## src/rtl/fnv1_segment_distributor_defines.svh

```systemverilog
// assertion macros for the fnv1 segment distributor
`ifndef FNV1_SEGMENT_DISTRIBUTOR_DEFINES_SVH
`define FNV1_SEGMENT_DISTRIBUTOR_DEFINES_SVH

// condition implies consequence in the same cycle
`define FNVSD_ASSERT_NOW(label, ante, cons, msg) \
    label: assert property (@(posedge clk) disable iff (!rst_n) (ante) |-> (cons)) \
        else $error(msg);

// condition implies consequence in the next cycle
`define FNVSD_ASSERT_NEXT(label, ante, cons, msg) \
    label: assert property (@(posedge clk) disable iff (!rst_n) (ante) |=> (cons)) \
        else $error(msg);

`endif

```

## src/rtl/fnvsd_pkg.sv

```systemverilog
// shared types, constants and the fnv step for the fnv1 segment distributor
`default_nettype none

package fnvsd_pkg;

    localparam logic [31:0] FNV_BASIS = 32'h811c_9dc5;
    localparam logic [31:0] NULL_WORD = 32'hF0F0_F0F1;

    localparam int MAX_SEGMENTS_DEF = 4096;
    localparam int SEG_COUNT_W      = 13;
    localparam int SEGMENT_W        = 12;
    localparam int HASH_W           = 32;
    localparam int IN_TDATA_W       = 8;
    localparam int IN_TUSER_W       = 3;
    localparam int OUT_TDATA_W      = 48;
    localparam int CFG_INDEX_W      = 2;
    localparam int CFG_DATA_W       = 32;

    localparam int QUEUE_DEPTH = 2;
    localparam int QPTR_W      = (QUEUE_DEPTH > 1) ? $clog2(QUEUE_DEPTH) : 1;
    localparam int QCNT_W      = $clog2(QUEUE_DEPTH + 1);

    localparam logic [1:0] KIND_BYTE  = 2'd0;
    localparam logic [1:0] KIND_NULL  = 2'd1;
    localparam logic [1:0] KIND_NOKEY = 2'd2;

    localparam logic [CFG_INDEX_W-1:0] CFG_SEG_COUNT = 2'd0;
    localparam logic [CFG_INDEX_W-1:0] CFG_RR_SEED   = 2'd1;

    typedef struct packed {
        logic              valid;
        logic [HASH_W-1:0] hash;
    } fnvsd_hash_req_t;

    // multiply by 0x01000193 modulo 2^32, then xor in the byte
    function automatic logic [31:0] fnv_step(input logic [31:0] h, input logic [7:0] b);
        logic [31:0] prod;
        prod = (h << 24) + (h << 8) + (h << 7) + (h << 4) + (h << 1) + h;
        return prod ^ {24'd0, b};
    endfunction

endpackage

`default_nettype wire

```

## src/rtl/fnvsd_front.sv

```systemverilog
// front end: accepts items while the queue has room and runs the fnv-1 hash, one byte per cycle
`default_nettype none

module fnvsd_front
    import fnvsd_pkg::*;
(
    input  wire logic                  clk,
    input  wire logic                  rst_n,
    input  wire logic [HASH_W-1:0]     rr_seed,
    input  wire logic                  s_tvalid,
    output logic                       s_tready,
    input  wire logic [IN_TDATA_W-1:0] s_tdata,
    input  wire logic [IN_TUSER_W-1:0] s_tuser,
    input  wire logic                  s_tlast,
    input  wire logic                  q_room,
    output fnvsd_hash_req_t            push
);

    typedef enum logic [1:0] {
        FE_IDLE = 2'b01,
        FE_WORD = 2'b10
    } fe_state_t;

    fe_state_t         state_reg, state_next;
    logic [HASH_W-1:0] hash_reg, hash_next;
    logic [HASH_W-1:0] rr_count_reg, rr_count_next;
    logic [31:0]       word_reg, word_next;
    logic [1:0]        cnt_reg, cnt_next;
    logic              last_reg, last_next;
    logic [HASH_W-1:0] base;
    logic [31:0]       rr_word;
    logic [1:0]        kind;
    logic              accept;

    assign kind     = s_tuser[1:0];
    assign base     = s_tuser[2] ? FNV_BASIS : hash_reg;
    assign rr_word  = rr_seed + rr_count_reg;
    assign s_tready = (state_reg == FE_IDLE) && q_room;
    assign accept   = s_tvalid && s_tready;

    always_comb
    begin
        state_next    = state_reg;
        hash_next     = hash_reg;
        rr_count_next = rr_count_reg;
        word_next     = word_reg;
        cnt_next      = cnt_reg;
        last_next     = last_reg;
        push.valid    = 1'b0;
        unique case (state_reg)
            FE_IDLE:
            begin
                if (accept)
                begin
                    case (kind)
                        KIND_BYTE:
                        begin
                            hash_next  = fnv_step(base, s_tdata);
                            push.valid = s_tlast;
                        end
                        KIND_NULL:
                        begin
                            hash_next  = fnv_step(base, NULL_WORD[7:0]);
                            word_next  = NULL_WORD;
                            cnt_next   = 2'd1;
                            last_next  = s_tlast;
                            state_next = FE_WORD;
                        end
                        KIND_NOKEY:
                        begin
                            hash_next     = fnv_step(base, rr_word[7:0]);
                            word_next     = rr_word;
                            rr_count_next = rr_count_reg + 32'd1;
                            cnt_next      = 2'd1;
                            last_next     = s_tlast;
                            state_next    = FE_WORD;
                        end
                        default:
                        begin
                            hash_next  = base;
                            push.valid = s_tlast;
                        end
                    endcase
                end
            end
            FE_WORD:
            begin
                hash_next = fnv_step(hash_reg, word_reg[{cnt_reg, 3'b000} +: 8]);
                cnt_next  = cnt_reg + 2'd1;
                if (cnt_reg == 2'd3)
                begin
                    state_next = FE_IDLE;
                    push.valid = last_reg;
                end
            end
            default:
            begin
                state_next = FE_IDLE;
            end
        endcase
        push.hash = hash_next;
    end

    always_ff @(posedge clk or negedge rst_n)
    begin
        if (!rst_n)
        begin
            state_reg    <= FE_IDLE;
            hash_reg     <= FNV_BASIS;
            rr_count_reg <= '0;
            cnt_reg      <= '0;
            last_reg     <= 1'b0;
        end
        else
        begin
            state_reg    <= state_next;
            hash_reg     <= hash_next;
            rr_count_reg <= rr_count_next;
            cnt_reg      <= cnt_next;
            last_reg     <= last_next;
        end
    end

    always_ff @(posedge clk)
    begin
        word_reg <= word_next;
    end

endmodule

`default_nettype wire

```

## src/rtl/fnvsd_queue.sv

```systemverilog
// short queue of finished row hashes between front and back
`default_nettype none

`include "fnv1_segment_distributor_defines.svh"

module fnvsd_queue
    import fnvsd_pkg::*;
(
    input  wire logic            clk,
    input  wire logic            rst_n,
    input  wire fnvsd_hash_req_t push,
    output logic                 room,
    output fnvsd_hash_req_t      head,
    input  wire logic            pop
);

    logic [HASH_W-1:0] mem_reg [QUEUE_DEPTH];
    logic [QPTR_W-1:0] wr_ptr_reg, wr_ptr_next;
    logic [QPTR_W-1:0] rd_ptr_reg, rd_ptr_next;
    logic [QCNT_W-1:0] count_reg, count_next;

    assign room       = count_reg < QCNT_W'(QUEUE_DEPTH);
    assign head.valid = count_reg != '0;
    assign head.hash  = mem_reg[rd_ptr_reg];

    always_comb
    begin
        wr_ptr_next = wr_ptr_reg;
        rd_ptr_next = rd_ptr_reg;
        count_next  = count_reg;
        if (push.valid)
        begin
            wr_ptr_next = (wr_ptr_reg == QPTR_W'(QUEUE_DEPTH - 1)) ? '0
                                                                   : wr_ptr_reg + QPTR_W'(1);
        end
        if (pop)
        begin
            rd_ptr_next = (rd_ptr_reg == QPTR_W'(QUEUE_DEPTH - 1)) ? '0
                                                                   : rd_ptr_reg + QPTR_W'(1);
        end
        if (push.valid && !pop)
        begin
            count_next = count_reg + QCNT_W'(1);
        end
        else if (pop && !push.valid)
        begin
            count_next = count_reg - QCNT_W'(1);
        end
    end

    always_ff @(posedge clk or negedge rst_n)
    begin
        if (!rst_n)
        begin
            wr_ptr_reg <= '0;
            rd_ptr_reg <= '0;
            count_reg  <= '0;
        end
        else
        begin
            wr_ptr_reg <= wr_ptr_next;
            rd_ptr_reg <= rd_ptr_next;
            count_reg  <= count_next;
        end
    end

    always_ff @(posedge clk)
    begin
        if (push.valid)
        begin
            mem_reg[wr_ptr_reg] <= push.hash;
        end
    end

    `FNVSD_ASSERT_NOW(a_no_overflow, push.valid && !pop,
        count_reg < QCNT_W'(QUEUE_DEPTH), "hash queue overflow")
    `FNVSD_ASSERT_NOW(a_no_underflow, pop, count_reg != '0, "hash queue underflow")

endmodule

`default_nettype wire

```

## src/rtl/fnvsd_back.sv

```systemverilog
// back end: reduces a row hash to a segment and holds the result for the receiver
`default_nettype none

`include "fnv1_segment_distributor_defines.svh"

module fnvsd_back
    import fnvsd_pkg::*;
#(
    parameter int MAX_SEGMENTS = MAX_SEGMENTS_DEF
)
(
    input  wire logic                   clk,
    input  wire logic                   rst_n,
    input  wire logic [SEG_COUNT_W-1:0] seg_count,
    input  wire fnvsd_hash_req_t        head,
    output logic                        pop,
    output logic                        m_tvalid,
    input  wire logic                   m_tready,
    output logic [OUT_TDATA_W-1:0]      m_tdata
);

    typedef enum logic [2:0] {
        BK_IDLE = 3'b001,
        BK_DIV  = 3'b010,
        BK_HOLD = 3'b100
    } bk_state_t;

    bk_state_t              state_reg, state_next;
    logic [SEG_COUNT_W-1:0] n_eff;
    logic [SEG_COUNT_W-1:0] n_minus1;
    logic                   pow2;
    logic [SEG_COUNT_W-1:0] rem_reg, rem_next;
    logic [HASH_W-1:0]      dividend_reg, dividend_next;
    logic [4:0]             cnt_reg, cnt_next;
    logic [SEGMENT_W-1:0]   seg_reg, seg_next;
    logic [HASH_W-1:0]      hash_reg, hash_next;
    logic [SEG_COUNT_W:0]   trial;
    logic [SEG_COUNT_W:0]   diff;
    logic [SEG_COUNT_W-1:0] rem_step;

    // clamp the segment count to 1..max
    always_comb
    begin
        if (seg_count == '0)
        begin
            n_eff = SEG_COUNT_W'(1);
        end
        else if ({19'd0, seg_count} > 32'(MAX_SEGMENTS))
        begin
            n_eff = SEG_COUNT_W'(MAX_SEGMENTS);
        end
        else
        begin
            n_eff = seg_count;
        end
    end

    assign n_minus1 = n_eff - SEG_COUNT_W'(1);
    assign pow2     = (n_eff & n_minus1) == '0;

    // one restoring remainder step per cycle
    assign trial    = {rem_reg, dividend_reg[HASH_W-1]};
    assign diff     = trial - {1'b0, n_eff};
    assign rem_step = (trial >= {1'b0, n_eff}) ? diff[SEG_COUNT_W-1:0]
                                              : trial[SEG_COUNT_W-1:0];

    assign pop      = (state_reg == BK_IDLE) && head.valid;
    assign m_tvalid = (state_reg == BK_HOLD);
    assign m_tdata  = {{(OUT_TDATA_W - HASH_W - SEGMENT_W){1'b0}}, hash_reg, seg_reg};

    always_comb
    begin
        state_next    = state_reg;
        rem_next      = rem_reg;
        dividend_next = dividend_reg;
        cnt_next      = cnt_reg;
        seg_next      = seg_reg;
        hash_next     = hash_reg;
        unique case (state_reg)
            BK_IDLE:
            begin
                if (head.valid)
                begin
                    hash_next = head.hash;
                    if (pow2)
                    begin
                        seg_next   = head.hash[SEGMENT_W-1:0] & n_minus1[SEGMENT_W-1:0];
                        state_next = BK_HOLD;
                    end
                    else
                    begin
                        rem_next      = '0;
                        dividend_next = head.hash;
                        cnt_next      = '0;
                        state_next    = BK_DIV;
                    end
                end
            end
            BK_DIV:
            begin
                rem_next      = rem_step;
                dividend_next = {dividend_reg[HASH_W-2:0], 1'b0};
                cnt_next      = cnt_reg + 5'd1;
                if (cnt_reg == 5'd31)
                begin
                    seg_next   = rem_step[SEGMENT_W-1:0];
                    state_next = BK_HOLD;
                end
            end
            BK_HOLD:
            begin
                if (m_tready)
                begin
                    state_next = BK_IDLE;
                end
            end
            default:
            begin
                state_next = BK_IDLE;
            end
        endcase
    end

    always_ff @(posedge clk or negedge rst_n)
    begin
        if (!rst_n)
        begin
            state_reg <= BK_IDLE;
            cnt_reg   <= '0;
        end
        else
        begin
            state_reg <= state_next;
            cnt_reg   <= cnt_next;
        end
    end

    always_ff @(posedge clk)
    begin
        rem_reg      <= rem_next;
        dividend_reg <= dividend_next;
        seg_reg      <= seg_next;
        hash_reg     <= hash_next;
    end

    `FNVSD_ASSERT_NOW(a_rem_in_range, state_reg == BK_DIV && cnt_reg != 5'd0,
        rem_reg < n_eff, "remainder not below segment count")
    `FNVSD_ASSERT_NOW(a_seg_in_range, m_tvalid,
        {1'b0, seg_reg} < n_eff, "segment not below segment count")
    `FNVSD_ASSERT_NEXT(a_pop_takes_hash, pop, hash_reg == $past(head.hash),
        "popped hash not captured")

endmodule

`default_nettype wire

```

## src/rtl/fnv1_segment_distributor.sv

```systemverilog
// top level of the fnv1 segment distributor
//
// s_* carries key items: tdata is the key byte, tuser the kind and a row start
// flag, tlast closes a row. a byte item is hashed as it is accepted; a null
// attribute or a no-key row marker hashes a 32-bit word at one byte per cycle.
// each row's hash goes through a two-entry queue to the segment unit, which
// masks the low hash bits when the segment count is a power of two and runs a
// bit-serial remainder loop otherwise. m_* carries one result per row, which the
// segment unit registers straight from the queue head for power-of-two counts
// and after the remainder loop otherwise.
// while the receiver stalls, the result holds on m_* and the front end keeps
// hashing until the queue is full, then drops s_tready.
// cfg_* writes the segment count (index 0) and the no-key seed (index 1); it is
// always ready. the user must write only while the block is idle, which the
// block does not enforce. reset loads the offset basis into the hash, clears
// the no-key count, sets the segment count to one and the seed to zero.
`default_nettype none

module fnv1_segment_distributor
    import fnvsd_pkg::*;
#(
    parameter int MAX_SEGMENTS = MAX_SEGMENTS_DEF
)
(
    input  wire logic                   clk,
    input  wire logic                   rst_n,
    input  wire logic                   s_tvalid,
    output logic                        s_tready,
    input  wire logic [IN_TDATA_W-1:0]  s_tdata,  // data_byte
    input  wire logic [IN_TUSER_W-1:0]  s_tuser,  // kind[1:0], first[2]
    input  wire logic                   s_tlast,
    output logic                        m_tvalid,
    input  wire logic                   m_tready,
    output logic [OUT_TDATA_W-1:0]      m_tdata,  // segment[11:0], hash_out[43:12], zero
    input  wire logic                   cfg_valid,
    output logic                        cfg_ready,
    input  wire logic [CFG_INDEX_W-1:0] cfg_index,
    input  wire logic [CFG_DATA_W-1:0]  cfg_data
);

    logic [SEG_COUNT_W-1:0] seg_count_reg;
    logic [HASH_W-1:0]      rr_seed_reg;
    fnvsd_hash_req_t        push;
    fnvsd_hash_req_t        head;
    logic                   q_room;
    logic                   pop;

    assign cfg_ready = 1'b1;

    always_ff @(posedge clk or negedge rst_n)
    begin
        if (!rst_n)
        begin
            seg_count_reg <= SEG_COUNT_W'(1);
            rr_seed_reg   <= '0;
        end
        else if (cfg_valid)
        begin
            unique case (cfg_index)
                CFG_SEG_COUNT: seg_count_reg <= cfg_data[SEG_COUNT_W-1:0];
                CFG_RR_SEED:   rr_seed_reg   <= cfg_data[HASH_W-1:0];
                default:       ;
            endcase
        end
    end

    fnvsd_front u_front (
        .clk      (clk),
        .rst_n    (rst_n),
        .rr_seed  (rr_seed_reg),
        .s_tvalid (s_tvalid),
        .s_tready (s_tready),
        .s_tdata  (s_tdata),
        .s_tuser  (s_tuser),
        .s_tlast  (s_tlast),
        .q_room   (q_room),
        .push     (push)
    );

    fnvsd_queue u_queue (
        .clk   (clk),
        .rst_n (rst_n),
        .push  (push),
        .room  (q_room),
        .head  (head),
        .pop   (pop)
    );

    fnvsd_back #(
        .MAX_SEGMENTS (MAX_SEGMENTS)
    ) u_back (
        .clk       (clk),
        .rst_n     (rst_n),
        .seg_count (seg_count_reg),
        .head      (head),
        .pop       (pop),
        .m_tvalid  (m_tvalid),
        .m_tready  (m_tready),
        .m_tdata   (m_tdata)
    );

endmodule

`default_nettype wire
```

## config.mk

```make
export PLATFORM = sky130hd
export DESIGN_NAME = fnv1_segment_distributor
export DESIGN_NICKNAME = d
export VERILOG_FILES = /design/src/rtl/fnvsd_pkg.sv /design/src/rtl/fnvsd_front.sv /design/src/rtl/fnvsd_queue.sv /design/src/rtl/fnvsd_back.sv /design/src/rtl/fnv1_segment_distributor.sv
export VERILOG_INCLUDE_DIRS = /design/src /design/src/rtl
export SDC_FILE = /design/constraint.sdc
export NUM_CORES = 1
export LEC_CHECK = 0
export BUFFER_PORTS_ARGS = -buffer_cell sky130_fd_sc_hd__buf_2
export CORE_MARGIN = 1.5
export CORE_UTILIZATION = 31
export CTS_BUF_LIST = sky130_fd_sc_hd__clkbuf_16
export CTS_CLUSTER_DIAMETER = 40
export DETAILED_ROUTE_END_ITERATION = 16
export GPL_TIMING_DRIVEN = 0
export SLEW_MARGIN = 20
export SYNTH_ARGS = -nofsm -noshare
export SYNTH_HDL_FRONTEND = slang
export SYNTH_SLANG_ARGS = --single-unit
export TNS_END_PERCENT = 100
```

## constraint.sdc

```tcl
create_clock -name clk -period 5.7 [get_ports clk]
set_clock_uncertainty 0.05 [all_clocks]
set_input_delay 0.57 -clock clk [delete_from_list [all_inputs] [get_ports clk]]
set_output_delay 0.57 -clock clk [all_outputs]
set_load 0.02 [all_outputs]
```

==> impl_metrics.csv, run 1 <==
group,metric,value,unit
run_status,result_of_the_run,"finished, final reports clean",
timing,post-route-worst-setup-slack,0.204,ns
logic_synthesis,synth_top_cells_by_area,"sky130_fd_sc_hd__edfxtp_1 24%, sky130_fd_sc_hd__fa_1 12%, sky130_fd_sc_hd__dfrtp_1 12%",
cells_and_area,syn2layout_area_growth,15.2,%
logic_synthesis,netlist.area_leader.share,24.0,%
global_routing,grt_pass1_vias,16800,
clocking,cts_inserted_buffers,45,
cells_and_area,antenna_cells_inserted,0,
detailed_routing,drt_first_pass_iters,5,
detailed_routing,routed_wire_length_per_instance,17.1,um
floorplanning,height_of_the_die,277,um
global_routing,globalRouteTotalUtil,15.2,%
floorplanning,num_io_pins,102,
clocking,cts_root_buffer,"sky130_fd_sc_hd__clkbuf_16",
detailed_routing,iteration_0_drc_count_of_the_detailed_router,901,
clocking,clkTransAtPathRegs,0.07,ns
logic_synthesis,postSynth.asyncResetShare,40.5,%
timing,slew_viol_final,0,
worst_setup_path,required,5.94,ns
worst_setup_path,critPathSlowestCell,"sky130_fd_sc_hd__dfstp_2",
run,cap_viol_max_count,0,
global_routing,largest_net_degree_at_the_start_of_global_routing,74,
global_routing,grt.overflow.total,0,
logic_synthesis,unique_masters_post_synth,74,
timing,slew-limit-headroom,35.3,%
logic_synthesis,syn_inst,2198,
cells_and_area,largest_register_ff_count,64,
place,pre_cts_ws,-1.32,ns
floorplanning,row_cnt,100,
logic_synthesis,synth_area,23200,sq um
detailed_routing,detail_route.vias_per_cell,4.81,
timing,maxClockFrequency,0.182,GHz
worst_setup_path,critical_path_arrival,5.73,ns
logic_synthesis,synth.ff_latch_count,311,
detailed_routing,drcViolationCount,0,
global_routing,groute.layer.met3.usage,2.29,%
floorplanning,coreArea,74200,sq um
detailed_routing,routed_wl,57200,um
floorplanning,die_w,277,um
logic_synthesis,edff_count_synth,185,
global_routing,grt_first_pass_wirelength,92600,um
timing,final.period_utilization,96.4,%
detailed_routing,route.vias.total,16100,
floorplanning,floorplan_die_area,76500,sq um
cells_and_area,layout-drive-gt1-share,15.1,%
floorplanning,initial_utilization,31.3,%
global_routing,antenna_found_initial,3,
timing,grt_setup_unrepaired,"false",
worst_setup_path,slowest_delay,0.64,ns
worst_setup_path,critical_path.startpoint_type,"register",
worst_setup_path,critical_path_fanout_max,8,
logic_synthesis,yosys_most_used_dff,"sky130_fd_sc_hd__edfxtp_1",
clocking,cts-root-to-sink-buffers,3,
timing,hold_viol,0,
worst_hold_path,worst_hold_path_type,"in -> reg",
worst_setup_path,crit_chain,"clkbuf_1 > xor2_1 > nor2b_1 > ha_1 > fa_1 > inv_1 > fa_1 > inv_1 > ha_1 > o21ai_0 > nand2b_1 > a22oi_1 > nand2_1 > a21oi_4 > a21oi_2 > a32oi_2 > mux2i_1 > a211o_2",
global_routing,grt_busiest_layer,"met2",
detailed_routing,postRouteAntennaNets,0,
timing,worst_hold_slack,0.163,ns
logic_synthesis,syn-mean-instance-area,10.6,sq um
timing,setup-violations-final,0,
global_routing,grt_use_met2,25.4,%
worst_setup_path,cp_top_family,"adder cells",
worst_setup_path,path_buf_inv,3,
worst_setup_path,worstSetupPathType,"reg -> reg",
cells_and_area,nNetsFinal,2723,
place,numPortBuffers,96,
place,routabilityCongestion,0.902,
clocking,clkLatencyLatePin,0.58,ns
logic_synthesis,synth.yosys.seq_area_share,37.6,%
logic_synthesis,yosys.cell_count.top_type,"sky130_fd_sc_hd__inv_1",
logic_synthesis,netlist_top_cells_count,"287 x sky130_fd_sc_hd__inv_1, 187 x sky130_fd_sc_hd__ha_1, 185 x sky130_fd_sc_hd__edfxtp_1",
logic_synthesis,ys.warnings.count,0,
place,hpwl,45500,um
clocking,tritoncts,"built",
timing,measured_slew_at_the_worst_slew_check_pin,0.969,ns
global_routing,groute.layer.met1.usage,20.1,%
logic_synthesis,yosys.area.top_type,"sky130_fd_sc_hd__edfxtp_1",
clocking,clkSinkCount,311,
timing,finalWorstPathRequiredPeriod,5.50,ns
cells_and_area,postLayoutCoreUtil,36.0,%
worst_setup_path,cp-end-kind,"register",
clocking,cts.htree.levels,2,
==> cell type report <==
cell class                 count  area, sq um
fill                        7412        47500
multi-input combinational   1532        13200
sequential                   311         8730
tap                          969         1210
clock buffer                  46         1150
inverter                     287         1080
timing repair buffer         101          596
clock inverter                37          450
buffer                        65          299
==> cell families (layout without fill, tap and decap cells) <==
logic type | count (synthesis) | in the layout | synth area share (%)
mux | 113 | 113 | 5.80
flops | 311 | 311 | 37.6
simple gates | 495 | 495 | 10.5
xor+xnor | 172 | 172 | 6.50
other cells | 2 | 5 | 0.0324
fa+ha+maj | 331 | 331 | 22.4
buf+inv | 358 | 536 | 5.91
compound gates | 416 | 416 | 11.2
==> worst register-to-register path: stages (launching register included) <==
cell	delay [ns]
sky130_fd_sc_hd__dfstp_2	0.64
sky130_fd_sc_hd__clkbuf_1	0.40
sky130_fd_sc_hd__xor2_1	0.18
sky130_fd_sc_hd__nor2b_1	0.27
sky130_fd_sc_hd__ha_1	0.30
sky130_fd_sc_hd__fa_1	0.55
sky130_fd_sc_hd__inv_1	0.06
sky130_fd_sc_hd__fa_1	0.53
sky130_fd_sc_hd__inv_1	0.04
sky130_fd_sc_hd__ha_1	0.38
sky130_fd_sc_hd__o21ai_0	0.11
sky130_fd_sc_hd__nand2b_1	0.08
sky130_fd_sc_hd__a22oi_1	0.30
sky130_fd_sc_hd__nand2_1	0.19
sky130_fd_sc_hd__a21oi_4	0.20
sky130_fd_sc_hd__a21oi_2	0.11
sky130_fd_sc_hd__a32oi_2	0.30
sky130_fd_sc_hd__mux2i_1	0.12
sky130_fd_sc_hd__a211o_2	0.42
==> cells in the final DEF (no fill, tap or decap), types with 41 or more instances in the layout <==
cell,synthesis,final
sky130_fd_sc_hd__clkbuf_1,57,44
sky130_fd_sc_hd__dfrtp_1,109,105
sky130_fd_sc_hd__a21oi_1,143,141
sky130_fd_sc_hd__nor2_1,135,135
sky130_fd_sc_hd__a21o_1,51,51
sky130_fd_sc_hd__clkbuf_16,0,46
sky130_fd_sc_hd__inv_1,287,288
sky130_fd_sc_hd__nand2_1,121,121
sky130_fd_sc_hd__ha_1,187,187
sky130_fd_sc_hd__fa_1,142,142
sky130_fd_sc_hd__o21ai_0,88,88
sky130_fd_sc_hd__xor2_1,62,62
sky130_fd_sc_hd__buf_2,4,99
sky130_fd_sc_hd__nand2b_1,41,41
sky130_fd_sc_hd__edfxtp_1,185,185
sky130_fd_sc_hd__mux2_2,91,91
sky130_fd_sc_hd__xnor2_1,110,109
==> worst paths after layout <==
| check | endpoint | slack (ns) | depth (start not counted) | startpoint |
|---|---|---|---|---|
| worst max register to register | u_queue.mem_reg[1][31] | 0.20 | 18 | u_front.hash_reg[11] |
| max in group asynchronous | seg_count_reg[0] | 4.34 | 3 | rst_n |
| min in group asynchronous | u_front.hash_reg[27] | 0.47 | 2 | rst_n |
| worst min register to register | u_front.rr_count_reg[31] | 0.43 | 1 | u_front.rr_count_reg[31] |
| worst min-delay path | rr_seed_reg[16] | 0.16 | 2 | cfg_data[16] |
| worst max-delay path | u_queue.mem_reg[1][31] | 0.20 | 18 | u_front.hash_reg[11] |
==> per-stage QoR <==
stage / std cells / TNS (ns) / area (sq um)
after floorplan: 2201 / 0 / 23200
after global placement: 3266 / -48.71 / 24900
after detailed placement: 3270 / -45.92 / 25000
after CTS: 3349 / 0 / 26700
after global routing: 3348 / 0 / 26700
final: 3348 / 0 / 26700
==> layer usage <==
| layer | share of wire [%] | routed length (um) | vias to the layer above |
|---|---|---|---|
| met2 | 47 | 27100 | 329 |
| li1 | - | - | 7850 |
| met1 | 46 | 26200 | 7817 |
| met3 | 4.1 | 2320 | 94 |
| met5 | 0.017 | 10 | - |
| met4 | 2.7 | 1550 | 2 |
==> what timing repair did <==
action / 4_1_cts / 5_1_grt
hold buffers: 1 / 0
setup buffers: 0 / 0
pin swaps: 0 / 1
endpoints found under the setup margin: 37 / 33
endpoints found under the hold margin: 38 / 0
cloned: 0 / 0
gates resized for setup: 21 / 19
Power of run 1 is not shown: default switching activity piles up to over one toggle a cycle in this logic, so the estimate is an artifact.
==> run 2, diff against run 1 <==
--- a/config.mk
+++ b/config.mk
@@ -6,13 +6,16 @@
 export SDC_FILE = /design/constraint.sdc
 export NUM_CORES = 1
 export LEC_CHECK = 0
+export ABC_CLOCK_PERIOD_IN_PS = 5700
 export BUFFER_PORTS_ARGS = -buffer_cell sky130_fd_sc_hd__buf_2
 export CORE_MARGIN = 1.5
 export CORE_UTILIZATION = 31
 export CTS_BUF_LIST = sky130_fd_sc_hd__clkbuf_16
 export CTS_CLUSTER_DIAMETER = 40
+export CTS_CLUSTER_SIZE = 24
 export DETAILED_ROUTE_END_ITERATION = 16
 export GPL_TIMING_DRIVEN = 0
+export RECOVER_POWER = 50
 export SLEW_MARGIN = 20
 export SYNTH_ARGS = -nofsm -noshare
 export SYNTH_HDL_FRONTEND = slang
==> run 2 against run 1 <==
Effect of this change:
- first-iteration DRC count increased by 6.8%
- critical path depth increased by 3
- setup slack improved by 0.023 ns
- via count down 0.22%
- clock-buffer cell count is the same
- the flow now finishes with violations (capacitance limit, slew limit)
- register-to-register slack improved by 0.02 ns
- final cell count did not move
- sequential share of layout area increased by 0.18 points
- global-route usage is essentially flat
- routed wire length down 0.13%
- critical endpoint unchanged
- non-clock buffer count unchanged
- flip-flop and latch count is the same
==> impl_metrics.csv, run 2 (synthesized netlist as in run 1, its figures left out) <==
group,metric,value,unit
timing,post-route-worst-setup-slack,0.227,ns
global_routing,grt_pass1_vias,16800,
worst_setup_path,reg2reg_setup_slack,0.23,ns
worst_setup_path,critical_path.startpoint_type,"input port",
clocking,cts.htree.levels,2,
cells_and_area,stdcell_count,3348,
cells_and_area,final_cell_mix,"290 x sky130_fd_sc_hd__inv_1, 187 x sky130_fd_sc_hd__ha_1, 185 x sky130_fd_sc_hd__edfxtp_1",
timing,slew_viol_final,54,
worst_setup_path,critical_path_arrival,5.70,ns
global_routing,grt.overflow.total,0,
clocking,cts_root_buffer,"sky130_fd_sc_hd__clkbuf_16",
clocking,cts-root-to-sink-buffers,3,
worst_setup_path,critPathSlowestCell,"sky130_fd_sc_hd__fa_1",
detailed_routing,iteration_0_drc_count_of_the_detailed_router,962,
worst_setup_path,cp-end-kind,"register",
worst_setup_path,required,5.93,ns
worst_hold_path,worst_hold_path_type,"in -> reg",
place,hpwl,45500,um
floorplanning,height_of_the_die,277,um
timing,grt_setup_unrepaired,"false",
timing,maxClockFrequency,0.183,GHz
detailed_routing,routed_wl,57100,um
detailed_routing,route.vias.total,16100,
detailed_routing,postRouteAntennaNets,0,
place,place.detailed.instances,3270,
detailed_routing,drt_first_pass_iters,5,
place,numPortBuffers,96,
floorplanning,floorplan_die_area,76500,sq um
run,cap_viol_max_count,1,
worst_setup_path,slowest_delay,0.56,ns
timing,slew-limit-headroom,-127,%
place,placement.cell_area,25000,sq um
detailed_routing,drcViolationCount,0,
cells_and_area,final_common_cell,"sky130_fd_sc_hd__inv_1",
cells_and_area,final_area,26600,sq um
cells_and_area,syn2layout_area_growth,14.6,%
floorplanning,num_io_pins,102,
timing,finalSetupTns,0,ns
clocking,clkTransAtPathRegs,0.06,ns
cells_and_area,nNetsFinal,2723,
clocking,cts_inserted_buffers,45,
run_status,result_of_the_run,"complete, but fails checks",
clocking,clkSinkCount,311,
clocking,post-cts-setup-buffer-count,0,
worst_setup_path,critical_path_fanout_max,10,
global_routing,grt_first_pass_wirelength,92500,um
global_routing,antenna_found_initial,3,
worst_setup_path,worstSetupPathType,"in -> reg",
timing,measured_slew_at_the_worst_slew_check_pin,3.40,ns
cells_and_area,largest_register_ff_count,64,
timing,setup-violations-final,0,
clocking,clkLatencyLatePin,0.59,ns
detailed_routing,detail_route.vias_per_cell,4.80,
worst_setup_path,crit_chain,"buf_2 > buf_6 > clkbuf_4 > clkbuf_4 > buf_4 > nand2b_1 > inv_1 > fa_1 > fa_1 > inv_1 > fa_1 > inv_1 > ha_1 > and4_1 > and3_1 > a211o_1 > a21oi_4 > a21oi_2 > a32oi_2 > mux2i_1 > a211o_2",
place,routabilityCongestion,0.902,
cells_and_area,layout-drive-gt1-share,11.9,%
global_routing,globalRouteTotalUtil,15.2,%
detailed_routing,routed_wire_length_per_instance,17.1,um
floorplanning,initial_utilization,31.3,%
place,pre_cts_ws,-1.32,ns
timing,hold_viol,0,
timing,final.period_utilization,96.0,%
timing,finalWorstPathRequiredPeriod,5.47,ns
floorplanning,coreArea,74200,sq um
floorplanning,die_w,277,um
global_routing,largest_net_degree_at_the_start_of_global_routing,74,
cells_and_area,antenna_cells_inserted,0,
run_status,violations,"capacitance limit, slew limit",
clocking,tritoncts,"built",
floorplanning,row_cnt,100,
-- run 2: changes by cell type in the layout (fill, tap and decap cells not counted), sizes merged --
cell / previous run / this run
clkinvlp: 1 / 2
buf: 114 / 65
bufinv: 5 / 2
inv: 304 / 306
clkbuf: 97 / 146
-- run 2: path summary, 6_finish.rpt --
path,startpoint,endpoint,cells after the start
max,s_tuser[2],u_queue.mem_reg[1][31],21
min,cfg_data[16],rr_seed_reg[16],2
max reg2reg,u_front.hash_reg[11],u_queue.mem_reg[1][31],18
min reg2reg,u_front.rr_count_reg[31],u_front.rr_count_reg[31],1
max in group asynchronous,rst_n,u_front.hash_reg[9],2
min in group asynchronous,rst_n,u_front.hash_reg[27],2
-- run 2: repair_timing --
action	in CTS	in global routing
pin swaps	0	1
hold buffers	1	0
resized for setup	21	20
endpoints found under the hold margin	38	0
setup endpoints to repair	37	33
-- run 2: final cells by class --
class / instances / area (sq um)
plain buffers: 65 / 295
well taps: 969 / 1210
flip-flops and latches: 311 / 8730
inverters: 287 / 1080
clock inverters: 37 / 382
fillers: 7440 / 47600
repair buffers: 101 / 526
clock buffers: 46 / 1150
multi-input cells: 1532 / 13200
-- run 2: layer usage --
| metal | vias up | GRT usage (%) | wire length, um |
|---|---|---|---|
| met1 | 7782 | 20.1 | 26100 |
| li1 | 7839 | - | - |
| met5 | - | 0 | 10 |
| met3 | 94 | 2.28 | 2490 |
| met4 | 2 | 4.96 | 1560 |
| met2 | 339 | 25.4 | 26900 |
-- run 2: per-stage QoR --
step / hold WS, ns / utilization (%)
floorplan: 0.224 / -
global placement: 0.421 / 33.6
detailed placement: 0.429 / 33.7
CTS: 0.130 / 35.8
global route: 0.142 / 35.8
finish: 0.163 / 35.8
-- run 2: critical path: cells and delay by family --
| kind | cells | cell delay, ns |
|---|---|---|
| AO/OA/AOI/OAI | 5 | 1.31 |
| adder cells (fa/ha/maj) | 4 | 1.86 |
| buffers and inverters | 8 | 1.22 |
| multiplexers | 1 | 0.12 |
| AND/OR/NAND/NOR | 3 | 0.59 |
Power of run 2 is left out for the same reason.
